<file path="config.mk">
export PLATFORM = sky130hd
export DESIGN_NAME = hdcf_queue
export DESIGN_NICKNAME = d
export VERILOG_FILES = /design/src/rtl/core/hdcf_pkg.sv /design/src/rtl/core/hdcf_queue.sv
export VERILOG_INCLUDE_DIRS = /design/src /design/src/rtl/core
export SDC_FILE = /design/constraint.sdc
export NUM_CORES = 1
export LEC_CHECK = 0
export BUFFER_PORTS_ARGS = -buffer_cell sky130_fd_sc_hd__buf_2
export CAP_MARGIN = 30
export CORE_MARGIN = 2
export CORE_UTILIZATION = 55
export CTS_CLUSTER_DIAMETER = 100
export DETAILED_ROUTE_END_ITERATION = 16
export PLACE_DENSITY = 0.77
export SLEW_MARGIN = 20
export SYNTH_ARGS = -nofsm -noshare
export SYNTH_HDL_FRONTEND = slang
export SYNTH_SLANG_ARGS = --single-unit
</file>
<file path="constraint.sdc">
create_clock -name clk -period 2.4 [get_ports clk]
set_input_delay 0.36 -clock clk [delete_from_list [all_inputs] [get_ports clk]]
set_output_delay 0.36 -clock clk [all_outputs]
set_load 0.03 [all_outputs]
</file>
<file path="src/rtl/core/histogram_deviation_cluster_finder_defines.svh">
// assertion macros shared by the cluster finder modules
`ifndef HISTOGRAM_DEVIATION_CLUSTER_FINDER_DEFINES_SVH
`define HISTOGRAM_DEVIATION_CLUSTER_FINDER_DEFINES_SVH

// property checked on every clock edge outside reset
`define HDCF_ASSERT_RST(label, prop, msg) \
  label: assert property (@(posedge clk) disable iff (rst) prop) else $error(msg);

// condition that must never be seen outside reset
`define HDCF_ASSERT_NEVER(label, expr, msg) \
  label: assert property (@(posedge clk) disable iff (rst) !(expr)) else $error(msg);

`endif

</file>
<file path="src/rtl/core/hdcf_pkg.sv">
`default_nettype none

package hdcf_pkg;

  // parameter defaults
  localparam int unsigned MAX_BINS_DEF   = 4096;
  localparam int unsigned COUNT_BITS_DEF = 24;

  // fixed field widths
  localparam int unsigned MIN_ENTRIES_W = 24;
  localparam int unsigned NSIG_W        = 16;
  localparam int unsigned CLUSTER_W     = 13;
  localparam int unsigned VERDICT_W     = 3;
  localparam int unsigned CFG_IDX_W     = 8;
  localparam int unsigned CFG_DATA_W    = 24;

  // deviation test scales the squared difference by 2^16 (two q8 factors)
  localparam int unsigned LHS_SHIFT = 16;

  // depth of the queue between classifier and run tracker
  localparam int unsigned QUEUE_DEPTH = 4;

  // register reset values
  localparam logic [MIN_ENTRIES_W-1:0] MIN_ENTRIES_RST = 24'd500;
  localparam logic [NSIG_W-1:0]        N_SIGMA_RST     = 16'd768;
  localparam logic [CLUSTER_W-1:0]     MIN_CLUSTER_RST = 13'd2;
  localparam logic [CLUSTER_W-1:0]     RED_CLUSTER_RST = 13'd4;

  // register indexes
  localparam logic [CFG_IDX_W-1:0] REG_MIN_ENTRIES = 8'd0;
  localparam logic [CFG_IDX_W-1:0] REG_N_SIGMA     = 8'd1;
  localparam logic [CFG_IDX_W-1:0] REG_MIN_CLUSTER = 8'd2;
  localparam logic [CFG_IDX_W-1:0] REG_RED_CLUSTER = 8'd3;

  // verdict codes, zero also marks totals that allow judging
  localparam logic [VERDICT_W-1:0] COND_DEFINED      = 3'd0;
  localparam logic [VERDICT_W-1:0] VERDICT_GREEN     = 3'd0;
  localparam logic [VERDICT_W-1:0] VERDICT_YELLOW    = 3'd1;
  localparam logic [VERDICT_W-1:0] VERDICT_RED       = 3'd2;
  localparam logic [VERDICT_W-1:0] VERDICT_LOW_STATS = 3'd3;
  localparam logic [VERDICT_W-1:0] VERDICT_EMPTY_REF = 3'd4;

  // record kinds
  localparam logic KIND_CLUSTER = 1'b0;
  localparam logic KIND_STATUS  = 1'b1;

  typedef struct packed {
    logic [MIN_ENTRIES_W-1:0] min_entries;
    logic [NSIG_W-1:0]        n_sigma_q8;
    logic [CLUSTER_W-1:0]     min_cluster_size;
    logic [CLUSTER_W-1:0]     red_cluster_size;
  } hdcf_cfg_t;

  // classified bin handed from front to back
  typedef struct packed {
    logic                 first;
    logic                 last;
    logic [VERDICT_W-1:0] cond;
    logic                 dev;
    logic                 sgn;
  } hdcf_item_t;

endpackage

`default_nettype wire

</file>
<file path="src/rtl/core/hdcf_queue.sv">
`default_nettype none

module hdcf_queue (
  input  logic                 clk,
  input  logic                 rst,
  input  logic                 push,
  input  hdcf_pkg::hdcf_item_t push_item,
  output logic                 full,
  input  logic                 pop,
  output hdcf_pkg::hdcf_item_t pop_item,
  output logic                 empty
);

`include "histogram_deviation_cluster_finder_defines.svh"

  localparam int unsigned DEPTH = hdcf_pkg::QUEUE_DEPTH;
  localparam int unsigned PTR_W = (DEPTH > 1) ? $clog2(DEPTH) : 1;
  localparam int unsigned CNT_W = $clog2(DEPTH + 1);

  hdcf_pkg::hdcf_item_t slots [DEPTH];
  logic [PTR_W-1:0] wr_ptr, rd_ptr;
  logic [CNT_W-1:0] count;

  assign full     = count == CNT_W'(DEPTH);
  assign empty    = count == '0;
  assign pop_item = slots[rd_ptr];

  // pointers and fill count
  always_ff @(posedge clk) begin
    if (rst) begin
      wr_ptr <= '0;
      rd_ptr <= '0;
      count  <= '0;
    end else begin
      if (push) begin
        wr_ptr <= (wr_ptr == PTR_W'(DEPTH - 1)) ? '0 : wr_ptr + 1'b1;
      end
      if (pop) begin
        rd_ptr <= (rd_ptr == PTR_W'(DEPTH - 1)) ? '0 : rd_ptr + 1'b1;
      end
      if (push && !pop) begin
        count <= count + 1'b1;
      end else if (pop && !push) begin
        count <= count - 1'b1;
      end
    end
  end

  // storage
  always_ff @(posedge clk) begin
    if (push) begin
      slots[wr_ptr] <= push_item;
    end
  end

  `HDCF_ASSERT_NEVER(a_push_when_full, push && full, "queue written while full")
  `HDCF_ASSERT_NEVER(a_pop_when_empty, pop && empty, "queue read while empty")
  `HDCF_ASSERT_RST(a_count_grows, (push && !pop) |=> (count == $past(count) + 1'b1), "queue count lost a word")

endmodule

`default_nettype wire

</file>
==> results summary <==
The commonest register cell after synthesis is sky130_fd_sc_hd__edfxtp_1. The clock network latency to the later pin of the worst-skew pair is 0.33 ns. The CTS sink count came out at 37.

The final max-slew violation count came out at 0. TritonCTS built the clock tree. The count of mapped cells out of synthesis is 81.

STA classifies the critical path startpoint as a flip-flop. Of the available clock period, the critical path in the final layout requires 0.8651. The deepest level of the CTS H-tree came out at 2. The placement row count is 18. The number of different library cells in the post-synthesis netlist is 17. In the synthesized netlist, the cells that appear most often are sky130_fd_sc_hd__edfxtp_1 (28), sky130_fd_sc_hd__dfxtp_1 (9), sky130_fd_sc_hd__mux4_2 (7), sky130_fd_sc_hd__nor2_1 (7), sky130_fd_sc_hd__ha_1 (6).

The core region is 2500 um2. On the final layout, the worst clock skew is 0.006353 ns. The worst vdd rail ir drop came out at 564.1 uV. The number of antenna violations at the first check in global routing came out at 0. The quantity of gates resized following cts came out at 0. The type of the worst setup path is flip-flop to output port. The register clock-pin slew on the reported worst setup and hold paths came out at 0.10 ns. Hold repair after CTS inserted 0 buffers. The tool flagged a number of max-cap violations equal to 0. The fmax came out at 481.6 MHz. The leading cell type by number of instances after synthesis is sky130_fd_sc_hd__edfxtp_1. Dividing the detail-routed wire length by the instance count gives 15.05 um. The weighted congestion reported at the end of routability-driven placement is 0.6526. The vias after detailed routing is 730. In the post-synthesis netlist, the biggest area contributors are sky130_fd_sc_hd__edfxtp_1 (58%), sky130_fd_sc_hd__dfxtp_1 (12%), sky130_fd_sc_hd__mux4_2 (11%). Summed over all layers, the routed wires come to 2.047 mm. The worst setup path is captured at an output port. After synthesis, the mean cell area works out to 17.95 um2. The area of the mapped netlist came out at 1454 um2. The final period demand of the worst path is 2.076 ns. Setup repair after global routing left no endpoint under its margin. The kind of path behind the tightest hold check is input pin to flip-flop. Adding up every negative setup slack in the final design gives 0 ns. The global-route wire length before repair came out at 3.429 mm. The total routing usage reported by global routing is 0.1585. The number of synthesized flops with an enable pin is 28.

The hold violation total from the final report came out at 0. The share of the Yosys chip area taken by registers is 0.7022. Using the TritonRoute via totals, the vias-per-cell ratio works out to 5.368. For this block, the initial DRC count from the detailed router was 12. Of all flip-flops after synthesis, the portion carrying an async set or reset was 0.

The leakage power summed over all cells came out at 0.6223 nW. At the worst endpoint, the required time is 2.04 ns. The final worst hold slack came out at 0.2348 ns. STA puts the critical path data arrival time at 1.72 ns. The via count of the first global-routing pass is 767. The worst relative slew slack came out at 0.6857. sky130_fd_sc_hd__edfxtp_1 takes more of the synthesized area than any other cell. The highest fanout seen on the critical path came out at 7. The total inserted antenna cells is 0. The overall die height came out at 55.42 um. The total of endpoints with negative setup slack in the final report is 0. Detailed placement finished with a half-perimeter wire length of 1.466 mm. The initial utilization of the core area, before any placement, comes to 0.5816. The fraction of layout instances using a drive strength above 1 is 0.3113. The yosys synthesis warning count is 0. After the last flow step, the layout net total stands at 123. The area of the multi-input gates came out at 402.9 um2. The post-CTS setup-driven buffer insertion count came out at 0. The total CTS buffers is 5. For this design the ratio of total power to cell area is 813.3 nW/um2. The area enclosed by the die boundary came out at 3071 um2.

The post-route DRC violation count came out at 0. Entering global routing, the biggest net connects 13 pins. Across the whole layout, storage elements account for 1021 um2. For the pin with the worst max-slew slack, the measured transition is 0.4708 ns. The root buffer cell is sky130_fd_sc_hd__clkbuf_4.

Once detail routing completed, the nets flagged for antenna violations numbered 0. The share of the synthesized area in the top cell type came out at 0.5783. The run finished with clean final reports. The layout has 180 filler cells.

The number of detailed-route iterations in the first pass is 4. Summed over all layers, the global routing overflow is 0. The horizontal extent of the die is 55.42 um.

The synthesis-to-layout area growth is 13.51%. The count of port buffers added during placement came out at 19. The number of top-level pins is 20. The deepest clock path buffer count is 2. The net count after synthesis came out at 99. The synthesized design contains 37 register bits.
-- report_power, final --
group,switching (W),internal (W)
clock network,0.000189,0.000216
registers,0.0000286,0.000727
logic,0.000108,0.0000743
total,0.000326,0.00102
-- worst max-delay path, cell delays in order (launching register included) --
cell	delay, ns
sky130_fd_sc_hd__dfxtp_1	0.63
sky130_fd_sc_hd__mux4_2	0.56
sky130_fd_sc_hd__buf_2	0.19
-- area by class of cell --
class	instances	share of cell area
clock inverter	3	0.02502
timing repair buffer	19	0.05762
clock buffer	5	0.02274
multi-input combinational	38	0.2441
sequential	37	0.6187
tap	30	0.02274
inverter	4	0.009098
-- routing by layer --
layer / track usage / vias to the layer above / wire length [um]
met4: 0.1115 / 0 / 59
met3: 0.07260 / 6 / 126
met1: 0.1686 / 352 / 866
met2: 0.2483 / 22 / 994
li1: - / 350 / -
met5: 0 / - / 0
-- metrics by stage --
step | worst slack (ns) | instances | power [W] | utilization | cell area, um2
after floorplan | 0.7783 | 81 | 0.0008984 | - | 1454
after global placement | 0.6220 | 128 | 0.0009458 | 0.6286 | 1572
after detailed placement | 0.5132 | 128 | 0.0009528 | 0.6286 | 1572
after CTS | 0.2673 | 136 | 0.001360 | 0.6602 | 1650
after global routing | 0.2004 | 136 | 0.001402 | 0.6602 | 1650
final | 0.3237 | 136 | 0.001342 | 0.6602 | 1650
-- cell usage in the layout (no fill, tap or decap), drive strengths merged --
master,n
nor3,1
clkbuf,5
or3,1
clkinvlp,1
nor3b,2
mux4,7
nor2,7
bufinv,1
buf,19
mux2i,4
dfxtp,9
inv,4
and2,4
clkinv,1
ha,6
fa,1
xor2,2
edfxtp,28
o21ai,1
a21oi,2
-- flip-flops by register name (all words and copies together) (netlist names), named ones only --
register / count
rd_ptr: 2
wr_ptr: 2
count: 3
slots: 28
-- worst paths after layout --
kind / slack (ns) / startpoint / cells after the start / end
worst max register to register: 0.89 / count[0] / 4 / count[2]
worst min register to register: 0.53 / count[2] / 2 / count[2]
worst min-delay path: 0.23 / push_item[6] / 1 / slots[0][6]
worst max-delay path: 0.32 / flip-flop / 2 / pop_item[0]
-- cells by family after synthesis --
kind of cell               Yosys count  synth area share
adders and majority gates            7           0.06540
xor gates and xnor gates             2           0.01205
AOI/OAI and AO/OA                    3           0.01032
DFF                                 37            0.7022
and+or+nand+nor                     15           0.05335
muxes                               11            0.1360
buffers and inverters                6           0.02065
Note: power is estimated with default switching activity, not from simulation.
