[src/rtl/core/histogram_deviation_cluster_finder_defines.svh]
// assertion macros shared by the cluster finder modules
`ifndef HISTOGRAM_DEVIATION_CLUSTER_FINDER_DEFINES_SVH
`define HISTOGRAM_DEVIATION_CLUSTER_FINDER_DEFINES_SVH

// property checked on every clock edge outside reset
`define HDCF_ASSERT_RST(label, prop, msg) \
  label: assert property (@(posedge clk) disable iff (rst) prop) else $error(msg);

// condition that must never be seen outside reset
`define HDCF_ASSERT_NEVER(label, expr, msg) \
  label: assert property (@(posedge clk) disable iff (rst) !(expr)) else $error(msg);

`endif

[src/rtl/core/hdcf_pkg.sv]
`default_nettype none

package hdcf_pkg;

  // parameter defaults
  localparam int unsigned MAX_BINS_DEF   = 4096;
  localparam int unsigned COUNT_BITS_DEF = 24;

  // fixed field widths
  localparam int unsigned MIN_ENTRIES_W = 24;
  localparam int unsigned NSIG_W        = 16;
  localparam int unsigned CLUSTER_W     = 13;
  localparam int unsigned VERDICT_W     = 3;
  localparam int unsigned CFG_IDX_W     = 8;
  localparam int unsigned CFG_DATA_W    = 24;

  // deviation test scales the squared difference by 2^16 (two q8 factors)
  localparam int unsigned LHS_SHIFT = 16;

  // depth of the queue between classifier and run tracker
  localparam int unsigned QUEUE_DEPTH = 4;

  // register reset values
  localparam logic [MIN_ENTRIES_W-1:0] MIN_ENTRIES_RST = 24'd500;
  localparam logic [NSIG_W-1:0]        N_SIGMA_RST     = 16'd768;
  localparam logic [CLUSTER_W-1:0]     MIN_CLUSTER_RST = 13'd2;
  localparam logic [CLUSTER_W-1:0]     RED_CLUSTER_RST = 13'd4;

  // register indexes
  localparam logic [CFG_IDX_W-1:0] REG_MIN_ENTRIES = 8'd0;
  localparam logic [CFG_IDX_W-1:0] REG_N_SIGMA     = 8'd1;
  localparam logic [CFG_IDX_W-1:0] REG_MIN_CLUSTER = 8'd2;
  localparam logic [CFG_IDX_W-1:0] REG_RED_CLUSTER = 8'd3;

  // verdict codes, zero also marks totals that allow judging
  localparam logic [VERDICT_W-1:0] COND_DEFINED      = 3'd0;
  localparam logic [VERDICT_W-1:0] VERDICT_GREEN     = 3'd0;
  localparam logic [VERDICT_W-1:0] VERDICT_YELLOW    = 3'd1;
  localparam logic [VERDICT_W-1:0] VERDICT_RED       = 3'd2;
  localparam logic [VERDICT_W-1:0] VERDICT_LOW_STATS = 3'd3;
  localparam logic [VERDICT_W-1:0] VERDICT_EMPTY_REF = 3'd4;

  // record kinds
  localparam logic KIND_CLUSTER = 1'b0;
  localparam logic KIND_STATUS  = 1'b1;

  typedef struct packed {
    logic [MIN_ENTRIES_W-1:0] min_entries;
    logic [NSIG_W-1:0]        n_sigma_q8;
    logic [CLUSTER_W-1:0]     min_cluster_size;
    logic [CLUSTER_W-1:0]     red_cluster_size;
  } hdcf_cfg_t;

  // classified bin handed from front to back
  typedef struct packed {
    logic                 first;
    logic                 last;
    logic [VERDICT_W-1:0] cond;
    logic                 dev;
    logic                 sgn;
  } hdcf_item_t;

endpackage

`default_nettype wire

[src/rtl/core/hdcf_back.sv]
`default_nettype none

module hdcf_back #(
  parameter int unsigned MAX_BINS = hdcf_pkg::MAX_BINS_DEF
) (
  input  logic                                clk,
  input  logic                                rst,
  input  hdcf_pkg::hdcf_cfg_t                 cfg,
  input  logic                                q_empty,
  input  hdcf_pkg::hdcf_item_t                q_item,
  output logic                                q_pop,
  output logic                                rec_valid,
  input  logic                                rec_stall,
  output logic                                kind,
  output logic [hdcf_pkg::CLUSTER_W-1:0]      run_length,
  output logic [hdcf_pkg::CLUSTER_W-1:0]      start_at,
  output logic [hdcf_pkg::CLUSTER_W-1:0]      end_at,
  output logic [hdcf_pkg::CLUSTER_W-1:0]      clusters_found,
  output logic [hdcf_pkg::VERDICT_W-1:0]      verdict,
  output logic                                final_res
);

`include "histogram_deviation_cluster_finder_defines.svh"

  localparam int unsigned CNT_W = $clog2(MAX_BINS + 1);
  localparam int unsigned SZ_W  = (CNT_W > hdcf_pkg::CLUSTER_W) ? CNT_W : hdcf_pkg::CLUSTER_W;
  localparam int unsigned FW    = hdcf_pkg::CLUSTER_W;
  localparam int unsigned VW    = hdcf_pkg::VERDICT_W;
  localparam logic [CNT_W-1:0] CNT_MAX = CNT_W'(MAX_BINS);
  localparam logic [1:0] SEV_MAX = 2'd2;

  typedef enum logic [2:0] {
    BK_BIN  = 3'b001,
    BK_END  = 3'b010,
    BK_STAT = 3'b100
  } back_state_t;

  back_state_t state, state_next;

  // histogram state
  logic [CNT_W-1:0] bin_number, bin_number_next;
  logic             run_open, run_open_next;
  logic [CNT_W-1:0] run_count, run_count_next;
  logic [CNT_W-1:0] run_first, run_first_next;
  logic             previous_sign, previous_sign_next;
  logic [1:0]       severity_score, severity_score_next;
  logic [CNT_W-1:0] cluster_tally, cluster_tally_next;
  logic [VW-1:0]    verdict_hold, verdict_hold_next;

  // record being built
  logic          load;
  logic          kind_next;
  logic [FW-1:0] run_length_next, start_at_next, end_at_next, clusters_found_next;
  logic [VW-1:0] verdict_next;
  logic          final_res_next;

  // state as seen by a bin, after a first-bin clear
  logic [CNT_W-1:0] e_bin, e_count, e_first, e_tally;
  logic             e_open, e_prev;
  logic [1:0]       e_sev;
  logic [VW-1:0]    e_vh, vh;
  logic [CNT_W-1:0] pos, pos_m1, pos_end;
  logic             judge, close_bin, emit_bin, close_end, emit_end, out_free;

  function automatic logic [1:0] sev_after(input logic [1:0] sev, input logic big);
    sev_after = big ? SEV_MAX : ((sev < SEV_MAX) ? sev + 2'd1 : SEV_MAX);
  endfunction

  function automatic logic [CNT_W-1:0] sat_inc(input logic [CNT_W-1:0] v);
    sat_inc = (v < CNT_MAX) ? v + 1'b1 : v;
  endfunction

  assign out_free = !rec_valid || !rec_stall;

  assign e_bin   = q_item.first ? '0 : bin_number;
  assign e_open  = q_item.first ? 1'b0 : run_open;
  assign e_count = q_item.first ? '0 : run_count;
  assign e_first = q_item.first ? '0 : run_first;
  assign e_prev  = q_item.first ? 1'b0 : previous_sign;
  assign e_sev   = q_item.first ? 2'd0 : severity_score;
  assign e_tally = q_item.first ? '0 : cluster_tally;
  assign e_vh    = q_item.first ? hdcf_pkg::COND_DEFINED : verdict_hold;

  // one-based positions, saturating
  assign pos     = (e_bin >= CNT_MAX) ? CNT_MAX : e_bin + 1'b1;
  assign pos_m1  = pos - 1'b1;
  assign pos_end = (bin_number >= CNT_MAX) ? CNT_MAX : bin_number + 1'b1;

  // run closing decisions
  assign vh        = (e_vh == hdcf_pkg::COND_DEFINED) ? q_item.cond : e_vh;
  assign judge     = vh == hdcf_pkg::COND_DEFINED;
  assign close_bin = judge && e_open && (!q_item.dev || (q_item.sgn != e_prev));
  assign emit_bin  = close_bin && (SZ_W'(e_count) >= SZ_W'(cfg.min_cluster_size));
  assign close_end = (verdict_hold == hdcf_pkg::COND_DEFINED) && run_open;
  assign emit_end  = close_end && (SZ_W'(run_count) >= SZ_W'(cfg.min_cluster_size));

  // run tracker steps
  always_comb begin
    state_next          = state;
    q_pop               = 1'b0;
    load                = 1'b0;
    bin_number_next     = bin_number;
    run_open_next       = run_open;
    run_count_next      = run_count;
    run_first_next      = run_first;
    previous_sign_next  = previous_sign;
    severity_score_next = severity_score;
    cluster_tally_next  = cluster_tally;
    verdict_hold_next   = verdict_hold;
    kind_next           = hdcf_pkg::KIND_CLUSTER;
    run_length_next     = '0;
    start_at_next       = '0;
    end_at_next         = '0;
    clusters_found_next = '0;
    verdict_next        = hdcf_pkg::VERDICT_GREEN;
    final_res_next      = 1'b0;
    case (state)
      // one bin: close on sign change or quiet bin, extend or open a run
      BK_BIN: begin
        if (!q_empty && out_free) begin
          q_pop               = 1'b1;
          bin_number_next     = q_item.last ? e_bin : sat_inc(e_bin);
          run_open_next       = e_open;
          run_count_next      = e_count;
          run_first_next      = e_first;
          previous_sign_next  = e_prev;
          severity_score_next = e_sev;
          cluster_tally_next  = e_tally;
          verdict_hold_next   = vh;
          if (emit_bin) begin
            load                = 1'b1;
            run_length_next     = FW'(e_count);
            start_at_next       = FW'(e_first);
            end_at_next         = FW'(pos_m1);
            final_res_next      = !q_item.last;
            cluster_tally_next  = sat_inc(e_tally);
            severity_score_next =
              sev_after(e_sev, SZ_W'(e_count) >= SZ_W'(cfg.red_cluster_size));
          end
          if (judge) begin
            if (q_item.dev) begin
              run_open_next      = 1'b1;
              previous_sign_next = q_item.sgn;
              if (e_open && !close_bin) begin
                run_count_next = sat_inc(e_count);
              end else begin
                run_first_next = pos;
                run_count_next = CNT_W'(1);
              end
            end else if (close_bin) begin
              run_open_next = 1'b0;
            end
          end
          if (q_item.last) begin
            state_next = BK_END;
          end
        end
      end
      // end of histogram closes an open run
      BK_END: begin
        if (out_free) begin
          if (emit_end) begin
            load                = 1'b1;
            run_length_next     = FW'(run_count);
            start_at_next       = FW'(run_first);
            end_at_next         = FW'(pos_end);
            cluster_tally_next  = sat_inc(cluster_tally);
            severity_score_next =
              sev_after(severity_score, SZ_W'(run_count) >= SZ_W'(cfg.red_cluster_size));
          end
          if (close_end) begin
            run_open_next = 1'b0;
          end
          state_next = BK_STAT;
        end
      end
      // status word, then a clean slate
      BK_STAT: begin
        if (out_free) begin
          load           = 1'b1;
          kind_next      = hdcf_pkg::KIND_STATUS;
          final_res_next = 1'b1;
          if (verdict_hold != hdcf_pkg::COND_DEFINED) begin
            verdict_next = verdict_hold;
          end else begin
            clusters_found_next = FW'(cluster_tally);
            verdict_next        = VW'(severity_score);
          end
          bin_number_next     = '0;
          run_open_next       = 1'b0;
          run_count_next      = '0;
          run_first_next      = '0;
          previous_sign_next  = 1'b0;
          severity_score_next = 2'd0;
          cluster_tally_next  = '0;
          verdict_hold_next   = hdcf_pkg::COND_DEFINED;
          state_next          = BK_BIN;
        end
      end
      default: state_next = BK_BIN;
    endcase
  end

  always_ff @(posedge clk) begin
    if (rst) begin
      state          <= BK_BIN;
      bin_number     <= '0;
      run_open       <= 1'b0;
      run_count      <= '0;
      run_first      <= '0;
      previous_sign  <= 1'b0;
      severity_score <= 2'd0;
      cluster_tally  <= '0;
      verdict_hold   <= hdcf_pkg::COND_DEFINED;
      rec_valid      <= 1'b0;
    end else begin
      state          <= state_next;
      bin_number     <= bin_number_next;
      run_open       <= run_open_next;
      run_count      <= run_count_next;
      run_first      <= run_first_next;
      previous_sign  <= previous_sign_next;
      severity_score <= severity_score_next;
      cluster_tally  <= cluster_tally_next;
      verdict_hold   <= verdict_hold_next;
      if (load) begin
        rec_valid <= 1'b1;
      end else if (!rec_stall) begin
        rec_valid <= 1'b0;
      end
    end
  end

  // output word register
  always_ff @(posedge clk) begin
    if (load) begin
      kind           <= kind_next;
      run_length     <= run_length_next;
      start_at       <= start_at_next;
      end_at         <= end_at_next;
      clusters_found <= clusters_found_next;
      verdict        <= verdict_next;
      final_res      <= final_res_next;
    end
  end

  `HDCF_ASSERT_RST(a_status_is_final, (rec_valid && (kind == hdcf_pkg::KIND_STATUS)) |-> final_res, "status word not marked final")
  `HDCF_ASSERT_RST(a_last_goes_end, ((state == BK_BIN) && q_pop && q_item.last) |=> (state == BK_END), "last bin did not reach end step")
  `HDCF_ASSERT_RST(a_clear_after_status, ((state == BK_STAT) && out_free) |=> (!run_open && (cluster_tally == '0) && (bin_number == '0)), "state not cleared after status")

endmodule

`default_nettype wire

[config.mk]
export PLATFORM = sky130hd
export DESIGN_NAME = hdcf_back
export DESIGN_NICKNAME = d
export VERILOG_FILES = /design/src/rtl/core/hdcf_pkg.sv /design/src/rtl/core/hdcf_back.sv
export VERILOG_INCLUDE_DIRS = /design/src /design/src/rtl/core
export SDC_FILE = /design/constraint.sdc
export NUM_CORES = 1
export LEC_CHECK = 0
export ABC_AREA = 0
export BUFFER_PORTS_ARGS = -buffer_cell sky130_fd_sc_hd__buf_2
export CORE_ASPECT_RATIO = 0.75
export CORE_MARGIN = 2
export CORE_UTILIZATION = 35
export CTS_BUF_LIST = sky130_fd_sc_hd__clkbuf_4 sky130_fd_sc_hd__clkbuf_8
export DETAILED_ROUTE_END_ITERATION = 8
export PLACE_DENSITY = 0.52
export REMOVE_ABC_BUFFERS = 1
export SYNTH_ARGS = -nofsm -noshare
export SYNTH_HDL_FRONTEND = slang
export SYNTH_SLANG_ARGS = --single-unit
[constraint.sdc]
create_clock -name clk -period 6.42 [get_ports clk]
set_input_delay 0.321 -clock clk [delete_from_list [all_inputs] [get_ports clk]]
set_output_delay 0.321 -clock clk [all_outputs]
set_load 0.1 [all_outputs]
==> impl_metrics.csv <==
group,metric,value,unit
timing,finalHoldViolCount,0,
setup_path,cp_data_required_time,6600,ps
clocking,cts_tree,"done",
drt,antenna_left,0,
placement,hpwl,16.82,mm
setup_path,cp_slowest_cell,"and3_1",
finish,seq_area,2973,sq um
synthesis,yosysSeqAreaShare,38.29,%
worst_hold_path,hp-class,"input port to flop",
worst_hold_path,hp-start,"q_item[3]",
setup_path,cp_cell_sequence,"nor2b_1, ha_1, a21oi_1, nor2_1, a211oi_1, and3_1, nor3_1, nor2_2, nand2_2, buf_4",
synthesis,ys_ff_latch,120,
setup_path,cpLargestDelayFamily,"simple AND/OR/NAND/NOR gates",
clocking,clock_path_buffers,2,
power,switching_share,24.75,%
synthesis,syn_area_per_cell,8.863,sq um
timing,slew_headroom,38.43,%
global_routing,antenna_found_initial,0,
power,intPower,1.278,mW
clocking,h-tree-depth,4,
power,pwr-share-comb,8.4,%
power,p_leak,3.270,nW
setup_path,worstReg2RegStart,"run_count[10]$_SDFFE_PP0P_",
timing,setup_tns,0,ps
drt,wl_per_cell,18.52,um
clocking,clk_latency,460,ps
power,powerDensity,190.9,nW/um^2
global_routing,grt_pass1_wl,36.84,mm
clocking,clkSinkCount,120,
drt,drt_wl_total,23.30,mm
synthesis,syn_inst,876,
drt,avgViaCountPerCell,5.517,
timing,final-setup-viol-count,0,
setup_path,crit_type,"flop to flop",
finish,nets,1090,
synthesis,synth_cell_type_count,78,
timing,fmax,257.8,MHz
floorplanning,start_util,35.39,%
clocking,cts_buffers,17,
finish,layout_commonest_cell,"buf_2",
clocking,ctsRootBufferMaster,"clkbuf_8",
synthesis,ys_async_sr_fraction,0,%
worst_hold_path,hold_end,"verdict_hold[1]$_SDFFE_PP0P_",
clocking,ctsResizeCount,0,
setup_path,endpoint_kind,"flop",
setup_path,reg2reg_slack,2540,ps
placement,io_buffers,95,
drt,vias,6941,
power,vdd_drop_max,128.6,uV
power,power_frac_seq,47.2,%
floorplanning,coreArea,21930,sq um
global_routing,grt_pass1_vias,6501,
floorplanning,io_pins,136,
timing,skew,18.31,ps
global_routing,grt_max_degree,33,
synthesis,synth_top_area_share,22.05,%
power,netSwitchingPower,0.4204,mW
setup_path,r2r_end,"end_at[0]$_DFFE_PP_",
drt,drt_iter0_markers,602,
floorplanning,die_w,176.0,um
timing,rsz0062_at_grt,"false",
status,status,"complete, no violations",
global_routing,grt_use_total,20.49,%
finish,fin_util,40.57,%
setup_path,cp.arrival,4060,ps
job,max_cap_violations,0,
timing,tightest_slew,920.2,ps
clocking,postCtsHoldBufs,0,
synthesis,mappedNetlistArea,7764,sq um
floorplanning,die_h,133.0,um
timing,holdWs,155.8,ps
synthesis,synth_edf_count,57,
drt,drtPass1Iterations,5,
finish,final_cell_mix,"buf_2, nor2_1, nand2_1, dfxtp_1, ha_1",
setup_path,setup.worst_path.start_class,"flop",
power,clkPwrFrac,44.4,%
power,total_power,1.699,mW
setup_path,startpoint,"run_count[10]$_SDFFE_PP0P_",
finish,final_layout_size_suffix_gt1_share,16.08,%
drt,drc,0,
floorplanning,fp.dieArea,23400,sq um
clocking,clk_pin_slew,70,ps
clocking,postCtsSetupBuffers,0,
setup_path,crit_buf_inv,1,
placement,gp_congestion,0.8882,
timing,fin_crit_sh,60.42,%
global_routing,grt_overflow,0,
setup_path,r2r.worst_path.cells,10,
synthesis,synth.area.top_cells,"edfxtp_1, dfxtp_1, ha_1, nor2b_1, nand2_1",
worst_hold_path,hold_path_depth,3,
floorplanning,num_rows,47,
synthesis,yosys_warnings,0,
timing,layout_min_cycle_time,3879,ps
synthesis,ys.flop_type,"dfxtp_1",
synthesis,yosys.area.top_type,"edfxtp_1",
finish,num-fill-cells,2217,
setup_path,max_stage_delay,610,ps
timing,slew_violations,0,
finish,area_delta_synth_final,14.62,%
setup_path,cp_max_fo,32,
finish,multi_input_area,4422,sq um
finish,antennaDiodeCount,0,
==> worst min-delay path: cells and delay by family <==
kind / cells / cell delay, ps
buf+inv: 1 / 100
simple gates: 1 / 80
compound gates: 1 / 60
==> flip-flops by register name, indices dropped and copies added (netlist names) <==
name and cells:
bin_number 13, cluster_tally 13, clusters_found 13, end_at 13, final_res 1, kind 1, previous_sign 1, rec_valid 1
run_count 13, run_first 13, run_length 13, run_open 1, severity_score 2, start_at 13, state 3, verdict 3
verdict_hold 3
==> per-stage QoR <==
step | cells | area (sq um) | setup slack, ps
2_1_floorplan | 828 | 7561 | 2105
3_3_place_gp | 1226 | 8474 | 2114
3_5_place_dp | 1226 | 8474 | 2083
4_1_cts | 1258 | 8899 | 2512
5_1_grt | 1258 | 8899 | 2268
6_report | 1258 | 8899 | 2541
==> logic make-up after synthesis <==
logic type      share of synthesized area [%]
compound gates                          19.26
xor+xnor                                3.046
fa+ha+maj                               9.992
buf+inv                                 4.786
flops                                   38.29
mux                                    0.4029
simple gates                            24.22
==> worst max-delay path by stage <==
stage	end	cells after the start
2_1_floorplan	clusters_found[0]$_SDFFCE_PP0P_	11
3_3_place_gp	run_length[9]$_DFFE_PP_	13
3_5_place_dp	run_length[12]$_DFFE_PP_	13
4_1_cts	end_at[0]$_DFFE_PP_	10
5_1_grt	run_length[6]$_DFFE_PP_	10
6_report	end_at[0]$_DFFE_PP_	10
==> power groups by stage <==
stage,Sequential [mW],Clock (mW),Combinational [mW]
after floorplan,0.820,0,0.0780
after global placement,0.819,0,0.140
after detailed placement,0.819,0,0.140
after CTS,0.802,0.768,0.140
after global routing,0.803,0.798,0.158
final,0.802,0.754,0.142
==> layer usage <==
| layer | routed length (um) | share of wire (%) | vias to the layer above | global-route usage, % |
|---|---|---|---|---|
| met1 | 12260 | 53 | 3264 | 32.50 |
| met5 | 0 | 0 | - | 0 |
| met3 | 1735 | 7.4 | 27 | 4.569 |
| li1 | - | - | 3379 | - |
| met2 | 8930 | 38 | 271 | 27.27 |
| met4 | 376 | 1.6 | 0 | 5.372 |
==> synthesized netlist by cell type, types with 6 or more instances <==
library cell	count
ha_1	62
xor2_1	9
o21a_1	6
and2_1	20
inv_1	45
o21ai_0	44
a21oi_1	45
o22ai_1	11
nand4_1	17
nor2_1	77
a22oi_1	12
clkbuf_1	33
o211ai_1	7
nand3_1	23
a311oi_1	8
edfxtp_1	57
nor2b_1	47
a21o_1	12
nand2_1	77
a211oi_1	11
buf_2	11
xnor2_1	18
or3_1	9
dfxtp_1	63
nor3_1	27
and3_1	13
a31oi_1	8
==> cell type report <==
class / count / share of cell area, %
repair buffers: 104 / 6.102
clock inverters: 11 / 1.729
well taps: 294 / 4.134
flip-flops and latches: 120 / 33.41
clock buffers: 21 / 3.037
inverters: 45 / 1.898
multi-input cells: 663 / 49.69
(Power assumes the default switching activity.)
